File: src/rtl/core/assert_macros.svh
// assertion macros shared by the handle table allocator rtl
// no dependencies
`ifndef ASSERT_MACROS_SVH
`define ASSERT_MACROS_SVH

// clocked check, disabled while reset is high
`define HTA_ASSERT(lbl, clk, rst, prop, msg) \
  lbl: assert property (@(posedge clk) disable iff (rst) (prop)) else $error(msg);

// clocked check that also holds during reset
`define HTA_ASSERT_ALWAYS(lbl, clk, prop, msg) \
  lbl: assert property (@(posedge clk) (prop)) else $error(msg);

`endif

File: src/rtl/core/hta_pkg.sv
// types, constants and helper functions of the handle table allocator
// no dependencies
package hta_pkg;

  localparam int TABLE_SIZE = 1024;
  localparam int IDX_W      = $clog2(TABLE_SIZE);
  localparam int HIDX_W     = 16;
  localparam int DATA_W     = 32;
  localparam int TYPE_W     = 8;
  localparam int ROW_BITS   = 32;
  localparam int BIT_AW     = $clog2(ROW_BITS);
  localparam int ROWS       = (TABLE_SIZE + ROW_BITS - 1) / ROW_BITS;
  localparam int ROW_AW     = (ROWS > 1) ? $clog2(ROWS) : 1;

  localparam logic [ROW_AW-1:0] LAST_ROW      = ROW_AW'(ROWS - 1);
  localparam logic [HIDX_W:0]   TABLE_SIZE_X  = (HIDX_W + 1)'(TABLE_SIZE);

  localparam logic [1:0] CMD_ALLOC  = 2'd0;
  localparam logic [1:0] CMD_FREE   = 2'd1;
  localparam logic [1:0] CMD_LOOKUP = 2'd2;

  localparam logic              REG_LOOKUP_TYPE   = 1'b0;
  localparam logic [TYPE_W-1:0] LOOKUP_TYPE_RESET = 8'd1;

  typedef struct packed {
    logic [1:0]        cmd;
    logic [DATA_W-1:0] user_data;
    logic [TYPE_W-1:0] object_type;
    logic [HIDX_W-1:0] handle_index;
    logic [TYPE_W-1:0] handle_type;
  } request_t;

  typedef struct packed {
    logic              ok;
    logic [HIDX_W-1:0] out_index;
    logic [TYPE_W-1:0] out_type;
    logic [DATA_W-1:0] out_data;
  } result_t;

  typedef struct packed {
    logic                data_we;
    logic [IDX_W-1:0]    data_addr;
    logic [DATA_W-1:0]   data_wdata;
    logic                occ_re;
    logic [ROW_AW-1:0]   occ_raddr;
    logic                occ_we;
    logic [ROW_AW-1:0]   occ_waddr;
    logic [ROW_BITS-1:0] occ_wdata;
  } mem_req_t;

  typedef struct packed {
    logic              found;
    logic [BIT_AW-1:0] pos;
  } zero_hit_t;

  function automatic logic [ROW_AW-1:0] row_of(input logic [IDX_W-1:0] idx);
    return ROW_AW'(idx >> BIT_AW);
  endfunction

  function automatic logic [BIT_AW-1:0] bit_of(input logic [IDX_W-1:0] idx);
    return BIT_AW'(idx);
  endfunction

  function automatic logic [IDX_W-1:0] compose(input logic [ROW_AW-1:0] row,
                                               input logic [BIT_AW-1:0] pos);
    return (IDX_W'(row) << BIT_AW) | IDX_W'(pos);
  endfunction

  // bits of a row that lie past the end of the table count as used
  function automatic logic [ROW_BITS-1:0] pad_mask(input logic [ROW_AW-1:0] row);
    logic [ROW_BITS-1:0] m;
    m = '0;
    for (int b = 0; b < ROW_BITS; b++) begin
      m[b] = (int'(row) * ROW_BITS + b) >= TABLE_SIZE;
    end
    return m;
  endfunction

  function automatic zero_hit_t lowest_zero(input logic [ROW_BITS-1:0] w);
    zero_hit_t h;
    h = '0;
    for (int b = ROW_BITS - 1; b >= 0; b--) begin
      if (!w[b]) begin
        h.found = 1'b1;
        h.pos   = BIT_AW'(b);
      end
    end
    return h;
  endfunction

endpackage

File: src/rtl/core/hta_cfg.sv
// apb register block holding the accepted lookup type
// depends on hta_pkg
module hta_cfg (
  input  logic                      clk,
  input  logic                      rst,
  input  logic                      psel,
  input  logic                      penable,
  input  logic                      pwrite,
  input  logic [2:0]                paddr,
  input  logic [31:0]               pwdata,
  output logic [31:0]               prdata,
  output logic                      pready,
  output logic [hta_pkg::TYPE_W-1:0] lookup_type
);
  import hta_pkg::*;

  logic wr_en;

  assign pready = 1'b1;
  assign wr_en  = psel && penable && pwrite && (paddr[2] == REG_LOOKUP_TYPE);

  always_ff @(posedge clk) begin
    if (rst) begin
      lookup_type <= LOOKUP_TYPE_RESET;
    end else if (wr_en) begin
      lookup_type <= pwdata[TYPE_W-1:0];
    end
  end

  assign prdata = (paddr[2] == REG_LOOKUP_TYPE) ? {(32 - TYPE_W)'(0), lookup_type} : '0;

endmodule

File: config.mk
export PLATFORM = sky130hd
export DESIGN_NAME = hta_cfg
export DESIGN_NICKNAME = d
export VERILOG_FILES = /design/src/rtl/core/assert_macros.svh /design/src/rtl/core/hta_pkg.sv /design/src/rtl/core/hta_cfg.sv
export SDC_FILE = /design/constraint.sdc
export NUM_CORES = 1
export LEC_CHECK = 0
export ABC_CLOCK_PERIOD_IN_PS = 800
export CORE_AREA = 4 4 41 43
export CTS_BUF_LIST = sky130_fd_sc_hd__clkbuf_16
export CTS_CLUSTER_DIAMETER = 30
export CTS_CLUSTER_SIZE = 8
export DETAILED_ROUTE_END_ITERATION = 8
export DIE_AREA = 0 0 45 47
export DONT_BUFFER_PORTS = 1
export PLACE_DENSITY = 0.71
export SKIP_LAST_GASP = 1
export SYNTH_ARGS = -nofsm -noshare
export SYNTH_HDL_FRONTEND = slang
export SYNTH_SLANG_ARGS = --single-unit
export TNS_END_PERCENT = 1
File: constraint.sdc
create_clock -name clk -period 0.8 [get_ports clk]
set_input_delay 0 -clock clk [delete_from_list [all_inputs] [get_ports clk]]
set_output_delay 0 -clock clk [all_outputs]
set_load 0.05 [all_outputs]
==> key figures <==
Min path
  – Min-Delay Path Class: in2reg
  – Hold Crit Endpoint: lookup_type[0]$_SDFFE_PP1P_
  – Worst hold path depth: 2
  – Worst hold path startpoint: rst

Clocking
  – Hold buffer count at cts: 7
  – Number of buffers on the longest clock path: 2
  – Insertion delay of the later-clocked pin in the worst-skew pair: 0.23 ns
  – Clock tree from TritonCTS: done
  – Sink Count: 8
  – Buffer cell driving the clock tree root: sky130_fd_sc_hd__clkbuf_16
  – Number of buffers added by the clock tree synthesis step: 3
  – H-tree depth: 1
  – Clock transition at path regs: about 0.040 ns

STA
  – Worst hold margin: -0.0658 ns
  – Final critical path time including I/O delays and setup: 0.815 ns
  – Max-slew violation count: 0
  – Final worst slack: -0.0154 ns
  – Setup repair after global routing missed its margin: true
  – Maximum clock rate: 1230 MHz
  – Hold Vio Cnt, Final: 8
  – Setup violations, final: 8
  – Share of the clock period used by the worst path: 102%
  – Setup skew after layout: 0 ns

Pwr
  – LEAKAGE: 0.363 nW
  – Ratio of total power to cell area: roughly 2100 nW/um^2
  – Peak supply drop: roughly 1200 uV
  – Total power consumption of the routed design: 1.67 mW

Routing
  – Total iterations of the first detailed-routing run: 1
  – Detailed-route wire length: 1210 um
  – Total number of vias: 414
  – DR WL/cell: 11.8 um
  – DRC violation total after the first TritonRoute iteration: 0
  – Routed vias/inst: 4.06
  – Remaining antenna violation count: 0
  – Number of remaining DRC errors: 0

Yosys
  – Biggest area consumer among synthesized cells: sky130_fd_sc_hd__buf_4
  – Top cells by area, synth: sky130_fd_sc_hd__buf_4 (30%), sky130_fd_sc_hd__dfxtp_1 (26%), sky130_fd_sc_hd__nand2b_1 (14%)
  – Post-synthesis sequential element count: 8
  – Total number of yosys warnings: 0
  – Seq/Total Area, Yosys: between 20 and 30%
  – Mean instance size in the synthesized netlist: 8.94 sq um
  – Top cell type's share of synthesized area: 30.0%
  – Count of different cell masters after synthesis: 10
  – Number of instances in the synthesized netlist: 70
  – Post-Synthesis Cell Area: 626 sq um

Global route
  – Maximum number of pins on one net before global-route repair: 17
  – Residual overflow from global routing: 0
  – GR Util All Layers: 11.7%
  – Via count of the first global-routing pass: 403
  – Number of antenna violations at the first check in global routing: 0
  – First-pass GRT wire length: 1730 um

Finish
  – Number of antenna repair diodes: 0
  – Share of cells above drive strength 1: 34.5%
  – Area growth from synthesis to layout: 26.0%
  – Leading cell type in the layout, fill and taps excluded: sky130_fd_sc_hd__conb_1
  – Final core utilization: 60.6%
  – Flip-flop count of the largest register, all copies and words added: 8
  – Commonest non-fill, non-tap cells in the layout: sky130_fd_sc_hd__conb_1 (25), sky130_fd_sc_hd__nand2b_1 (14), sky130_fd_sc_hd__buf_4 (10)
  – Biggest regs: lookup_type: 8 flops
  – Number of nets in the finished design: 129
  – Largest register by flop count: lookup_type

Setup path
  – Number of cell instances on the worst register-to-register path: 3
  – R2R Path End: lookup_type[1]$_SDFFE_PP0P_
  – Setup CP Type: reg2out
  – Max stage delay cell, worst path: sky130_fd_sc_hd__dfxtp_2
  – CP max FO: 3
  – Worst stage delay on the critical path: 0.33 ns
  – WP data arrival: 0.82 ns
  – Buffers & Inverters on Critical Path: 0
  – CP required: 0.80 ns
  – CP top delay family: flip-flops
  – Start of the worst register-to-register path: lookup_type[1]$_SDFFE_PP0P_
  – Register-to-register path setup slack: roughly 0.13 ns
  – Critical path capture point type: output port
  – Element type at the critical path start: flop
  – Cell breakdown of the critical path: and2b_4

Run
  – Number of maximum-capacitance constraint violations: 0

Floorplanning
  – Die extent in y: about 47 um
  – Die outline area: 2120 sq um
  – Number of cell rows: 13
  – Chip Width: between 40 and 50 um
  – Number of I/O pins: 81
  – Area of the core: approximately 1300 sq um
  – Initial Util: 48.1%

Place
  – Final weighted congestion in routability-driven placement: 0.589
  – Hpwl dp: 863 um
  – I/O Buffers: 0

Run status
  – Violated checks: negative hold slack, negative setup slack
  – Status: complete, but fails checks
worst max path at each step:
stage,start,to,cells past startpoint
3_3_place_gp,paddr[2],lookup_type[1]$_SDFFE_PP0P_,3
2_1_floorplan,lookup_type[2]$_SDFFE_PP0P_,prdata[2],1
6_report,lookup_type[2]$_SDFFE_PP0P_,prdata[2],1
5_1_grt,lookup_type[1]$_SDFFE_PP0P_,prdata[1],1
4_1_cts,lookup_type[2]$_SDFFE_PP0P_,prdata[2],1
3_5_place_dp,paddr[2],lookup_type[1]$_SDFFE_PP0P_,3
what timing repair did:
item / 4_1_cts / 5_1_grt
endpoints found under the setup margin: 8 / 8
endpoints found under the hold margin: 8 / 8
resized for setup: 7 / 0
buffers inserted: 0 / 2
cells by family after synthesis:
logic type | Yosys count | synth area share (%)
buf+inv | 27 | 32.4
simple gates | 25 | 28.0
mux | 8 | 12.8
other cells | 2 | 1.20
flops | 8 | 25.6
synthesized netlist by cell type:
cell type                  instances
sky130_fd_sc_hd__and4b_1           1
sky130_fd_sc_hd__buf_6             1
sky130_fd_sc_hd__clkbuf_1          1
sky130_fd_sc_hd__conb_1            2
sky130_fd_sc_hd__nand2b_1         14
sky130_fd_sc_hd__mux2i_1           8
sky130_fd_sc_hd__and2b_2           8
sky130_fd_sc_hd__dfxtp_1           8
sky130_fd_sc_hd__buf_4            25
sky130_fd_sc_hd__nor2_1            2
area by class of cell:
cell class / instances / area [sq um]
clock buffer: 3 / 75.1
multi-input combinational: 58 / 359
timing repair buffer: 18 / 165
sequential: 8 / 170
tap: 15 / 18.8
fill: 114 / 513
per-layer routing:
layer	GRT usage [%]	wire length, um	up-vias	share of wire [%]
met1	13.4	442	176	37
li1	-	-	202	-
met2	18.4	571	36	47
met3	4.60	193	0	16
met5	0	0	-	0
met4	7.02	0	0	0
report_power, final:
| part | internal [mW] | switching (mW) | total, mW |
|---|---|---|---|
| clock | 0.644 | 0.186 | 0.830 |
| combinational | 0.0811 | 0.340 | 0.421 |
| sequential | 0.412 | 0.00649 | 0.418 |
through the flow:
step	setup slack (ns)	std cells	area [sq um]	hold slack, ns	TNS, ns
4_1_cts	-0.0194	100	773	-0.0649	-0.146
5_1_grt	-0.0500	102	788	-0.0543	-0.282
2_1_floorplan	-0.0265	93	723	0.147	-0.185
3_3_place_gp	0.131	90	619	0.151	0
3_5_place_dp	0.105	90	619	0.157	0
6_report	-0.0154	102	788	-0.0658	-0.0947
(Power assumes the default switching activity.)
