## src/rtl/core/assert_macros.svh

```systemverilog
// assertion macros shared by the handle table allocator rtl
// no dependencies
`ifndef ASSERT_MACROS_SVH
`define ASSERT_MACROS_SVH

// clocked check, disabled while reset is high
`define HTA_ASSERT(lbl, clk, rst, prop, msg) \
  lbl: assert property (@(posedge clk) disable iff (rst) (prop)) else $error(msg);

// clocked check that also holds during reset
`define HTA_ASSERT_ALWAYS(lbl, clk, prop, msg) \
  lbl: assert property (@(posedge clk) (prop)) else $error(msg);

`endif

```

## src/rtl/core/hta_pkg.sv

```systemverilog
// types, constants and helper functions of the handle table allocator
// no dependencies
package hta_pkg;

  localparam int TABLE_SIZE = 1024;
  localparam int IDX_W      = $clog2(TABLE_SIZE);
  localparam int HIDX_W     = 16;
  localparam int DATA_W     = 32;
  localparam int TYPE_W     = 8;
  localparam int ROW_BITS   = 32;
  localparam int BIT_AW     = $clog2(ROW_BITS);
  localparam int ROWS       = (TABLE_SIZE + ROW_BITS - 1) / ROW_BITS;
  localparam int ROW_AW     = (ROWS > 1) ? $clog2(ROWS) : 1;

  localparam logic [ROW_AW-1:0] LAST_ROW      = ROW_AW'(ROWS - 1);
  localparam logic [HIDX_W:0]   TABLE_SIZE_X  = (HIDX_W + 1)'(TABLE_SIZE);

  localparam logic [1:0] CMD_ALLOC  = 2'd0;
  localparam logic [1:0] CMD_FREE   = 2'd1;
  localparam logic [1:0] CMD_LOOKUP = 2'd2;

  localparam logic              REG_LOOKUP_TYPE   = 1'b0;
  localparam logic [TYPE_W-1:0] LOOKUP_TYPE_RESET = 8'd1;

  typedef struct packed {
    logic [1:0]        cmd;
    logic [DATA_W-1:0] user_data;
    logic [TYPE_W-1:0] object_type;
    logic [HIDX_W-1:0] handle_index;
    logic [TYPE_W-1:0] handle_type;
  } request_t;

  typedef struct packed {
    logic              ok;
    logic [HIDX_W-1:0] out_index;
    logic [TYPE_W-1:0] out_type;
    logic [DATA_W-1:0] out_data;
  } result_t;

  typedef struct packed {
    logic                data_we;
    logic [IDX_W-1:0]    data_addr;
    logic [DATA_W-1:0]   data_wdata;
    logic                occ_re;
    logic [ROW_AW-1:0]   occ_raddr;
    logic                occ_we;
    logic [ROW_AW-1:0]   occ_waddr;
    logic [ROW_BITS-1:0] occ_wdata;
  } mem_req_t;

  typedef struct packed {
    logic              found;
    logic [BIT_AW-1:0] pos;
  } zero_hit_t;

  function automatic logic [ROW_AW-1:0] row_of(input logic [IDX_W-1:0] idx);
    return ROW_AW'(idx >> BIT_AW);
  endfunction

  function automatic logic [BIT_AW-1:0] bit_of(input logic [IDX_W-1:0] idx);
    return BIT_AW'(idx);
  endfunction

  function automatic logic [IDX_W-1:0] compose(input logic [ROW_AW-1:0] row,
                                               input logic [BIT_AW-1:0] pos);
    return (IDX_W'(row) << BIT_AW) | IDX_W'(pos);
  endfunction

  // bits of a row that lie past the end of the table count as used
  function automatic logic [ROW_BITS-1:0] pad_mask(input logic [ROW_AW-1:0] row);
    logic [ROW_BITS-1:0] m;
    m = '0;
    for (int b = 0; b < ROW_BITS; b++) begin
      m[b] = (int'(row) * ROW_BITS + b) >= TABLE_SIZE;
    end
    return m;
  endfunction

  function automatic zero_hit_t lowest_zero(input logic [ROW_BITS-1:0] w);
    zero_hit_t h;
    h = '0;
    for (int b = ROW_BITS - 1; b >= 0; b--) begin
      if (!w[b]) begin
        h.found = 1'b1;
        h.pos   = BIT_AW'(b);
      end
    end
    return h;
  endfunction

endpackage

```

## src/rtl/core/hta_ctrl.sv

```systemverilog
// request sequencer: allocate, free, lookup and free-slot scan
// depends on hta_pkg and assert_macros.svh
`include "assert_macros.svh"

module hta_ctrl (
  input  logic                          clk,
  input  logic                          rst,
  input  logic                          start,
  output logic                          busy,
  input  hta_pkg::request_t             request,
  output logic                          done,
  output hta_pkg::result_t              result,
  input  logic [hta_pkg::TYPE_W-1:0]    lookup_type,
  output hta_pkg::mem_req_t             mem,
  input  logic [hta_pkg::DATA_W-1:0]    data_rdata,
  input  logic [hta_pkg::ROW_BITS-1:0]  occ_rdata
);
  import hta_pkg::*;

  localparam logic [2:0] ST_IDLE  = 3'd0;
  localparam logic [2:0] ST_ALLOC = 3'd1;
  localparam logic [2:0] ST_SCAN  = 3'd2;
  localparam logic [2:0] ST_FREE  = 3'd3;
  localparam logic [2:0] ST_LOOK  = 3'd4;

  logic [2:0]          state, state_next;
  request_t            cur, cur_next;
  logic [IDX_W-1:0]    lowest_free, lowest_free_next;
  logic                table_full, table_full_next;
  logic [ROW_AW-1:0]   scan_row, scan_row_next;
  logic                done_next;
  result_t             result_next;

  logic                in_range;
  logic [IDX_W-1:0]    cur_idx;
  logic [ROW_BITS-1:0] alloc_row, free_row, scan_word;
  zero_hit_t           alloc_hit, scan_hit;

  assign busy     = (state != ST_IDLE);
  assign in_range = {1'b0, request.handle_index} < TABLE_SIZE_X;
  assign cur_idx  = IDX_W'(cur.handle_index);

  assign alloc_row = occ_rdata |
    ((cur.user_data != '0) ? (ROW_BITS'(1) << bit_of(lowest_free)) : '0);
  assign alloc_hit = lowest_zero(alloc_row | pad_mask(row_of(lowest_free)));
  assign scan_word = occ_rdata | pad_mask(scan_row);
  assign scan_hit  = lowest_zero(scan_word);
  assign free_row  = occ_rdata & ~(ROW_BITS'(1) << bit_of(cur_idx));

  always_comb begin
    state_next       = state;
    cur_next         = cur;
    lowest_free_next = lowest_free;
    table_full_next  = table_full;
    scan_row_next    = scan_row;
    done_next        = 1'b0;
    result_next      = result;
    mem              = '0;

    case (state)
      ST_IDLE: begin
        if (start) begin
          cur_next    = request;
          result_next = '0;
          mem.data_addr = IDX_W'(request.handle_index);
          case (request.cmd)
            CMD_ALLOC: begin
              if (!table_full) begin
                mem.data_we    = 1'b1;
                mem.data_addr  = lowest_free;
                mem.data_wdata = request.user_data;
                mem.occ_re     = 1'b1;
                mem.occ_raddr  = row_of(lowest_free);
                state_next     = ST_ALLOC;
              end else begin
                done_next = 1'b1;
              end
            end
            CMD_FREE: begin
              if (in_range) begin
                mem.occ_re    = 1'b1;
                mem.occ_raddr = row_of(IDX_W'(request.handle_index));
                state_next    = ST_FREE;
              end else begin
                result_next.ok = 1'b1;
                done_next      = 1'b1;
              end
            end
            CMD_LOOKUP: begin
              if (in_range && (request.handle_type == lookup_type)) begin
                mem.occ_re    = 1'b1;
                mem.occ_raddr = row_of(IDX_W'(request.handle_index));
                state_next    = ST_LOOK;
              end else begin
                done_next = 1'b1;
              end
            end
            default: begin
              done_next = 1'b1;
            end
          endcase
        end
      end

      ST_ALLOC: begin
        result_next.ok        = 1'b1;
        result_next.out_index = HIDX_W'(lowest_free);
        result_next.out_type  = cur.object_type;
        mem.occ_we    = 1'b1;
        mem.occ_waddr = row_of(lowest_free);
        mem.occ_wdata = alloc_row;
        if (alloc_hit.found) begin
          lowest_free_next = compose(row_of(lowest_free), alloc_hit.pos);
          done_next        = 1'b1;
          state_next       = ST_IDLE;
        end else if (row_of(lowest_free) == LAST_ROW) begin
          table_full_next = 1'b1;
          done_next       = 1'b1;
          state_next      = ST_IDLE;
        end else begin
          scan_row_next = row_of(lowest_free) + ROW_AW'(1);
          mem.occ_re    = 1'b1;
          mem.occ_raddr = row_of(lowest_free) + ROW_AW'(1);
          state_next    = ST_SCAN;
        end
      end

      ST_SCAN: begin
        if (scan_hit.found) begin
          lowest_free_next = compose(scan_row, scan_hit.pos);
          done_next        = 1'b1;
          state_next       = ST_IDLE;
        end else if (scan_row == LAST_ROW) begin
          table_full_next = 1'b1;
          done_next       = 1'b1;
          state_next      = ST_IDLE;
        end else begin
          scan_row_next = scan_row + ROW_AW'(1);
          mem.occ_re    = 1'b1;
          mem.occ_raddr = scan_row + ROW_AW'(1);
        end
      end

      ST_FREE: begin
        mem.occ_we    = 1'b1;
        mem.occ_waddr = row_of(cur_idx);
        mem.occ_wdata = free_row;
        if (table_full || (cur_idx < lowest_free)) begin
          lowest_free_next = cur_idx;
        end
        table_full_next = 1'b0;
        result_next.ok  = 1'b1;
        done_next       = 1'b1;
        state_next      = ST_IDLE;
      end

      ST_LOOK: begin
        result_next.ok       = 1'b1;
        result_next.out_data = occ_rdata[bit_of(cur_idx)] ? data_rdata : '0;
        done_next            = 1'b1;
        state_next           = ST_IDLE;
      end

      default: begin
        state_next = ST_IDLE;
      end
    endcase
  end

  always_ff @(posedge clk) begin
    if (rst) begin
      state       <= ST_IDLE;
      lowest_free <= '0;
      table_full  <= 1'b0;
      done        <= 1'b0;
    end else begin
      state       <= state_next;
      lowest_free <= lowest_free_next;
      table_full  <= table_full_next;
      done        <= done_next;
    end
  end

  always_ff @(posedge clk) begin
    cur      <= cur_next;
    scan_row <= scan_row_next;
    result   <= result_next;
  end

  `HTA_ASSERT(a_done_in_idle, clk, rst,
    done |-> (state == ST_IDLE),
    "result strobe while a request is still in progress")
  `HTA_ASSERT(a_scan_not_full, clk, rst,
    (state == ST_SCAN) |-> !table_full,
    "free-slot scan running with the table marked full")
  `HTA_ASSERT(a_free_clears_full, clk, rst,
    (state == ST_FREE) |=> (!table_full && done),
    "in-range free did not clear the full flag")

endmodule

```

## config.mk

```make
export PLATFORM = sky130hd
export DESIGN_NAME = hta_ctrl
export DESIGN_NICKNAME = d
export VERILOG_FILES = /design/src/rtl/core/hta_pkg.sv /design/src/rtl/core/hta_ctrl.sv
export VERILOG_INCLUDE_DIRS = /design/src /design/src/rtl/core
export SDC_FILE = /design/constraint.sdc
export NUM_CORES = 1
export LEC_CHECK = 0
export BUFFER_PORTS_ARGS = -buffer_cell sky130_fd_sc_hd__buf_4
export CAP_MARGIN = 20
export CORE_ASPECT_RATIO = 2
export CORE_MARGIN = 5
export CORE_UTILIZATION = 55
export CTS_BUF_LIST = sky130_fd_sc_hd__clkbuf_16
export DETAILED_ROUTE_END_ITERATION = 8
export PLACE_DENSITY = 0.91
export REMOVE_ABC_BUFFERS = 1
export SETUP_SLACK_MARGIN = 0.1
export SLEW_MARGIN = 20
export SYNTH_ARGS = -nofsm -noshare
export SYNTH_HDL_FRONTEND = slang
export SYNTH_SLANG_ARGS = --single-unit
```

## constraint.sdc

```tcl
create_clock -name clk -period 4.9 [get_ports clk]
set_clock_uncertainty 0.1 [all_clocks]
set_input_delay 0.245 -clock clk [delete_from_list [all_inputs] [get_ports clk]]
set_output_delay 0.245 -clock clk [all_outputs]
set_load 0.05 [all_outputs]
```

==> results.json <==
{
  "num_vias": 9196,
  "cts_resized": 0,
  "start_util_pct": 55.8,
  "timing.final.ws_setup_ns": 0.259,
  "postSynthCellCount": 899,
  "ys.flop_type": "edfxtp_1",
  "timing.rr.start": "cur[59]$_DFFE_PP_",
  "path_cells": "nor4_1 > and4_1 > a2111oi_1 > a32o_1 > nand4_1 > nor3_1 > nand3b_1 > o21ai_0 > buf_4",
  "yosys.area.top_type_share_pct": 38.5,
  "ys_warn_count": 0,
  "hold_path.class": "primary input to flop",
  "dp_hpwl_mm": 24.1,
  "grt_pass1_wl_mm": 53.8,
  "crit_family": "compound AO/OA/AOI/OAI gates",
  "postSynthAreaPerCell_um2": 9.20,
  "power.leakage_uw": 0.00474,
  "wl_per_cell_um": 25.8,
  "die_h_um": 183,
  "total_power_uw": 3260,
  "max_stage_delay_ns": 0.99,
  "cts_setup_buffers": 0,
  "ant_nets": 0,
  "r2r_slack_ns": 0.92,
  "nets": 1343,
  "final_common_cell": "buf_4",
  "cp.arrival_ns": 4.30,
  "final_cell_mix": "296 x buf_4, 106 x edfxtp_1, 82 x nand2_1",
  "post-route-period-util_pct": 94.7,
  "wirelength_mm": 36.1,
  "grt_start_max_net_pins": 52,
  "io_buffer_count": 280,
  "holdWs_ns": 0.00275,
  "drv_cap": 0,
  "cts_hold_buf": 50,
  "path_class": "flop to primary output",
  "period_needed_ns": 4.64,
  "rsz0062_at_grt": "no",
  "cts_buffers": 17,
  "netlist-cell-type-count": 75,
  "clk_path_buf_depth": 2,
  "drive_gt1_share_pct": 30.4,
  "place_congestion": 0.986,
  "ys_ff_latch": 121,
  "ctsRootBufferMaster": "clkbuf_16",
  "place_ws_ns": 0.993,
  "r2r_cells": 8,
  "boundaryPins": 287,
  "vdd_ir_drop_max_mv": 0.403,
  "grt_antenna_before_repair": 1,
  "hold_viol_final": 0,
  "critPathLaunchType": "flop",
  "worst_pin_slew_ns": 1.02,
  "clkSinkCount": 121,
  "path_buf_inv": 1,
  "crit_path_top_delay_cell": "a2111oi_1",
  "die_area_um2": 17700,
  "setup_viol": 0,
  "rows": 63,
  "async_flop_share_pct": 0,
  "clk-insertion-delay-late_ns": 0.41,
  "yosysTopAreaCell": "edfxtp_1",
  "slew-limit-headroom_pct": 31.6,
  "seq_area_frac_synth_pct": 42.1,
  "track_usage_pct": 39.2,
  "worstSetupStartpoint": "cur[59]$_DFFE_PP_",
  "cts_tree": "yes",
  "grt.overflow.total": 0,
  "cp-endpoint": "mem[41]",
  "tns_ns": 0,
  "coreArea_um2": 14800,
  "via_per_inst": 6.57,
  "status": "completed",
  "area_growth_syn_to_layout_pct": 39.2,
  "synth.area.top_cells": "edfxtp_1 39%, and2_1 5.4%, a21oi_1 3.9%, nand2_1 3.7%, dfxtp_1 3.6%",
  "drt_iter0_drc": 865,
  "slew_viol_final": 0,
  "cts.clk_slew.worst_paths_ns": 0.07,
  "h-tree-depth": 4,
  "cp-end-kind": "primary output",
  "die_w_um": 96.7,
  "fmax_mhz": 215,
  "regToRegEndpoint": "scan_row[3]$_DFFE_PP_",
  "cp.depth": 9,
  "crit_fanout": 19,
  "synth_edf_count": 106,
  "drc": 0,
  "power.density_nw_per_um2": 283,
  "required_ns": 4.55,
  "grt_pass1_vias": 9372,
  "firstDrtPassIters": 9,
  "netlist_area_um2": 8270
}
## cell type report
| class | count | area [um^2] |
|---|---|---|
| clock buffer | 17 | 425 |
| clock inverter | 15 | 206 |
| sequential | 121 | 3480 |
| multi-input combinational | 672 | 4310 |
| antenna | 2 | 5.00 |
| tap | 195 | 244 |
| timing repair buffer | 346 | 2720 |
| fill | 979 | 3310 |
| inverter | 31 | 116 |
## report_power, final
part,switching (uW),internal [uW]
logic,425,251
clock network,535,823
registers,45.9,1180
total,1010,2250
## worst min path at each step
stage | start | to | cells after the start
2_1_floorplan | rst | done$_SDFF_PP0_ | 1
3_3_place_gp | request[29] | cur[29]$_DFFE_PP_ | 1
3_5_place_dp | request[31] | cur[31]$_DFFE_PP_ | 1
4_1_cts | data_rdata[4] | result[4]$_SDFFCE_PN0P_ | 2
5_1_grt | data_rdata[24] | result[24]$_SDFFCE_PN0P_ | 2
6_report | data_rdata[19] | result[19]$_SDFFCE_PN0P_ | 2
## per-stage QoR
stage | cell area, um^2 | utilization [%] | cells
floorplan | 7900 | - | 824
global placement | 10400 | 70.0 | 1315
detailed placement | 10400 | 70.0 | 1315
CTS | 11500 | 77.6 | 1397
global route | 11500 | 77.7 | 1398
finish | 11500 | 77.7 | 1399
## layer usage
layer | up-vias | wire length, um | track usage, %
met1 | 4285 | 10800 | 38.1
li1 | 3918 | - | -
met2 | 760 | 18800 | 71.2
met3 | 233 | 3240 | 8.64
met5 | - | 0 | 0
met4 | 0 | 3280 | 29.5
## cells by family after synthesis
| kind of cell | share of synthesized area (%) |
|---|---|
| simple gates | 22.1 |
| compound gates | 20.9 |
| flops | 42.1 |
| buf+inv | 6.04 |
| mux | 5.60 |
| fa+ha+maj | 1.97 |
| xor+xnor | 1.27 |
| other cells | 0.0454 |
## registers in the layout (all words and copies together), names as in the netlist, named ones only
| register | count |
|---|---|
| cur | 50 |
| scan_row | 5 |
| lowest_free | 5 |
| result | 51 |
| state | 3 |
| done | 1 |
| table_full | 1 |
## cell usage after synthesis, types with 4 or more instances
master,n
and3_1,12
nand2b_1,18
buf_6,6
o21ai_0,59
a21boi_0,8
nor2b_1,7
nand3b_1,6
mux4_2,10
nand3_1,20
xnor2_1,8
o221ai_1,5
a21oi_1,65
o211ai_1,11
nand4_1,15
dfxtp_1,15
buf_4,8
o2111ai_1,5
mux2_2,6
o21a_1,11
buf_2,6
buf_1,7
a311oi_1,7
nor2_1,53
or2_2,4
mux2i_1,17
inv_1,29
or3_1,6
ha_1,13
nor4_1,13
clkbuf_1,53
nor3_1,28
o31ai_1,5
edfxtp_1,106
xor2_1,4
a211oi_1,30
nand2_1,82
a31oi_1,7
a21o_1,7
a31o_2,5
and2_1,71
Power figures use the tool's default switching activity.
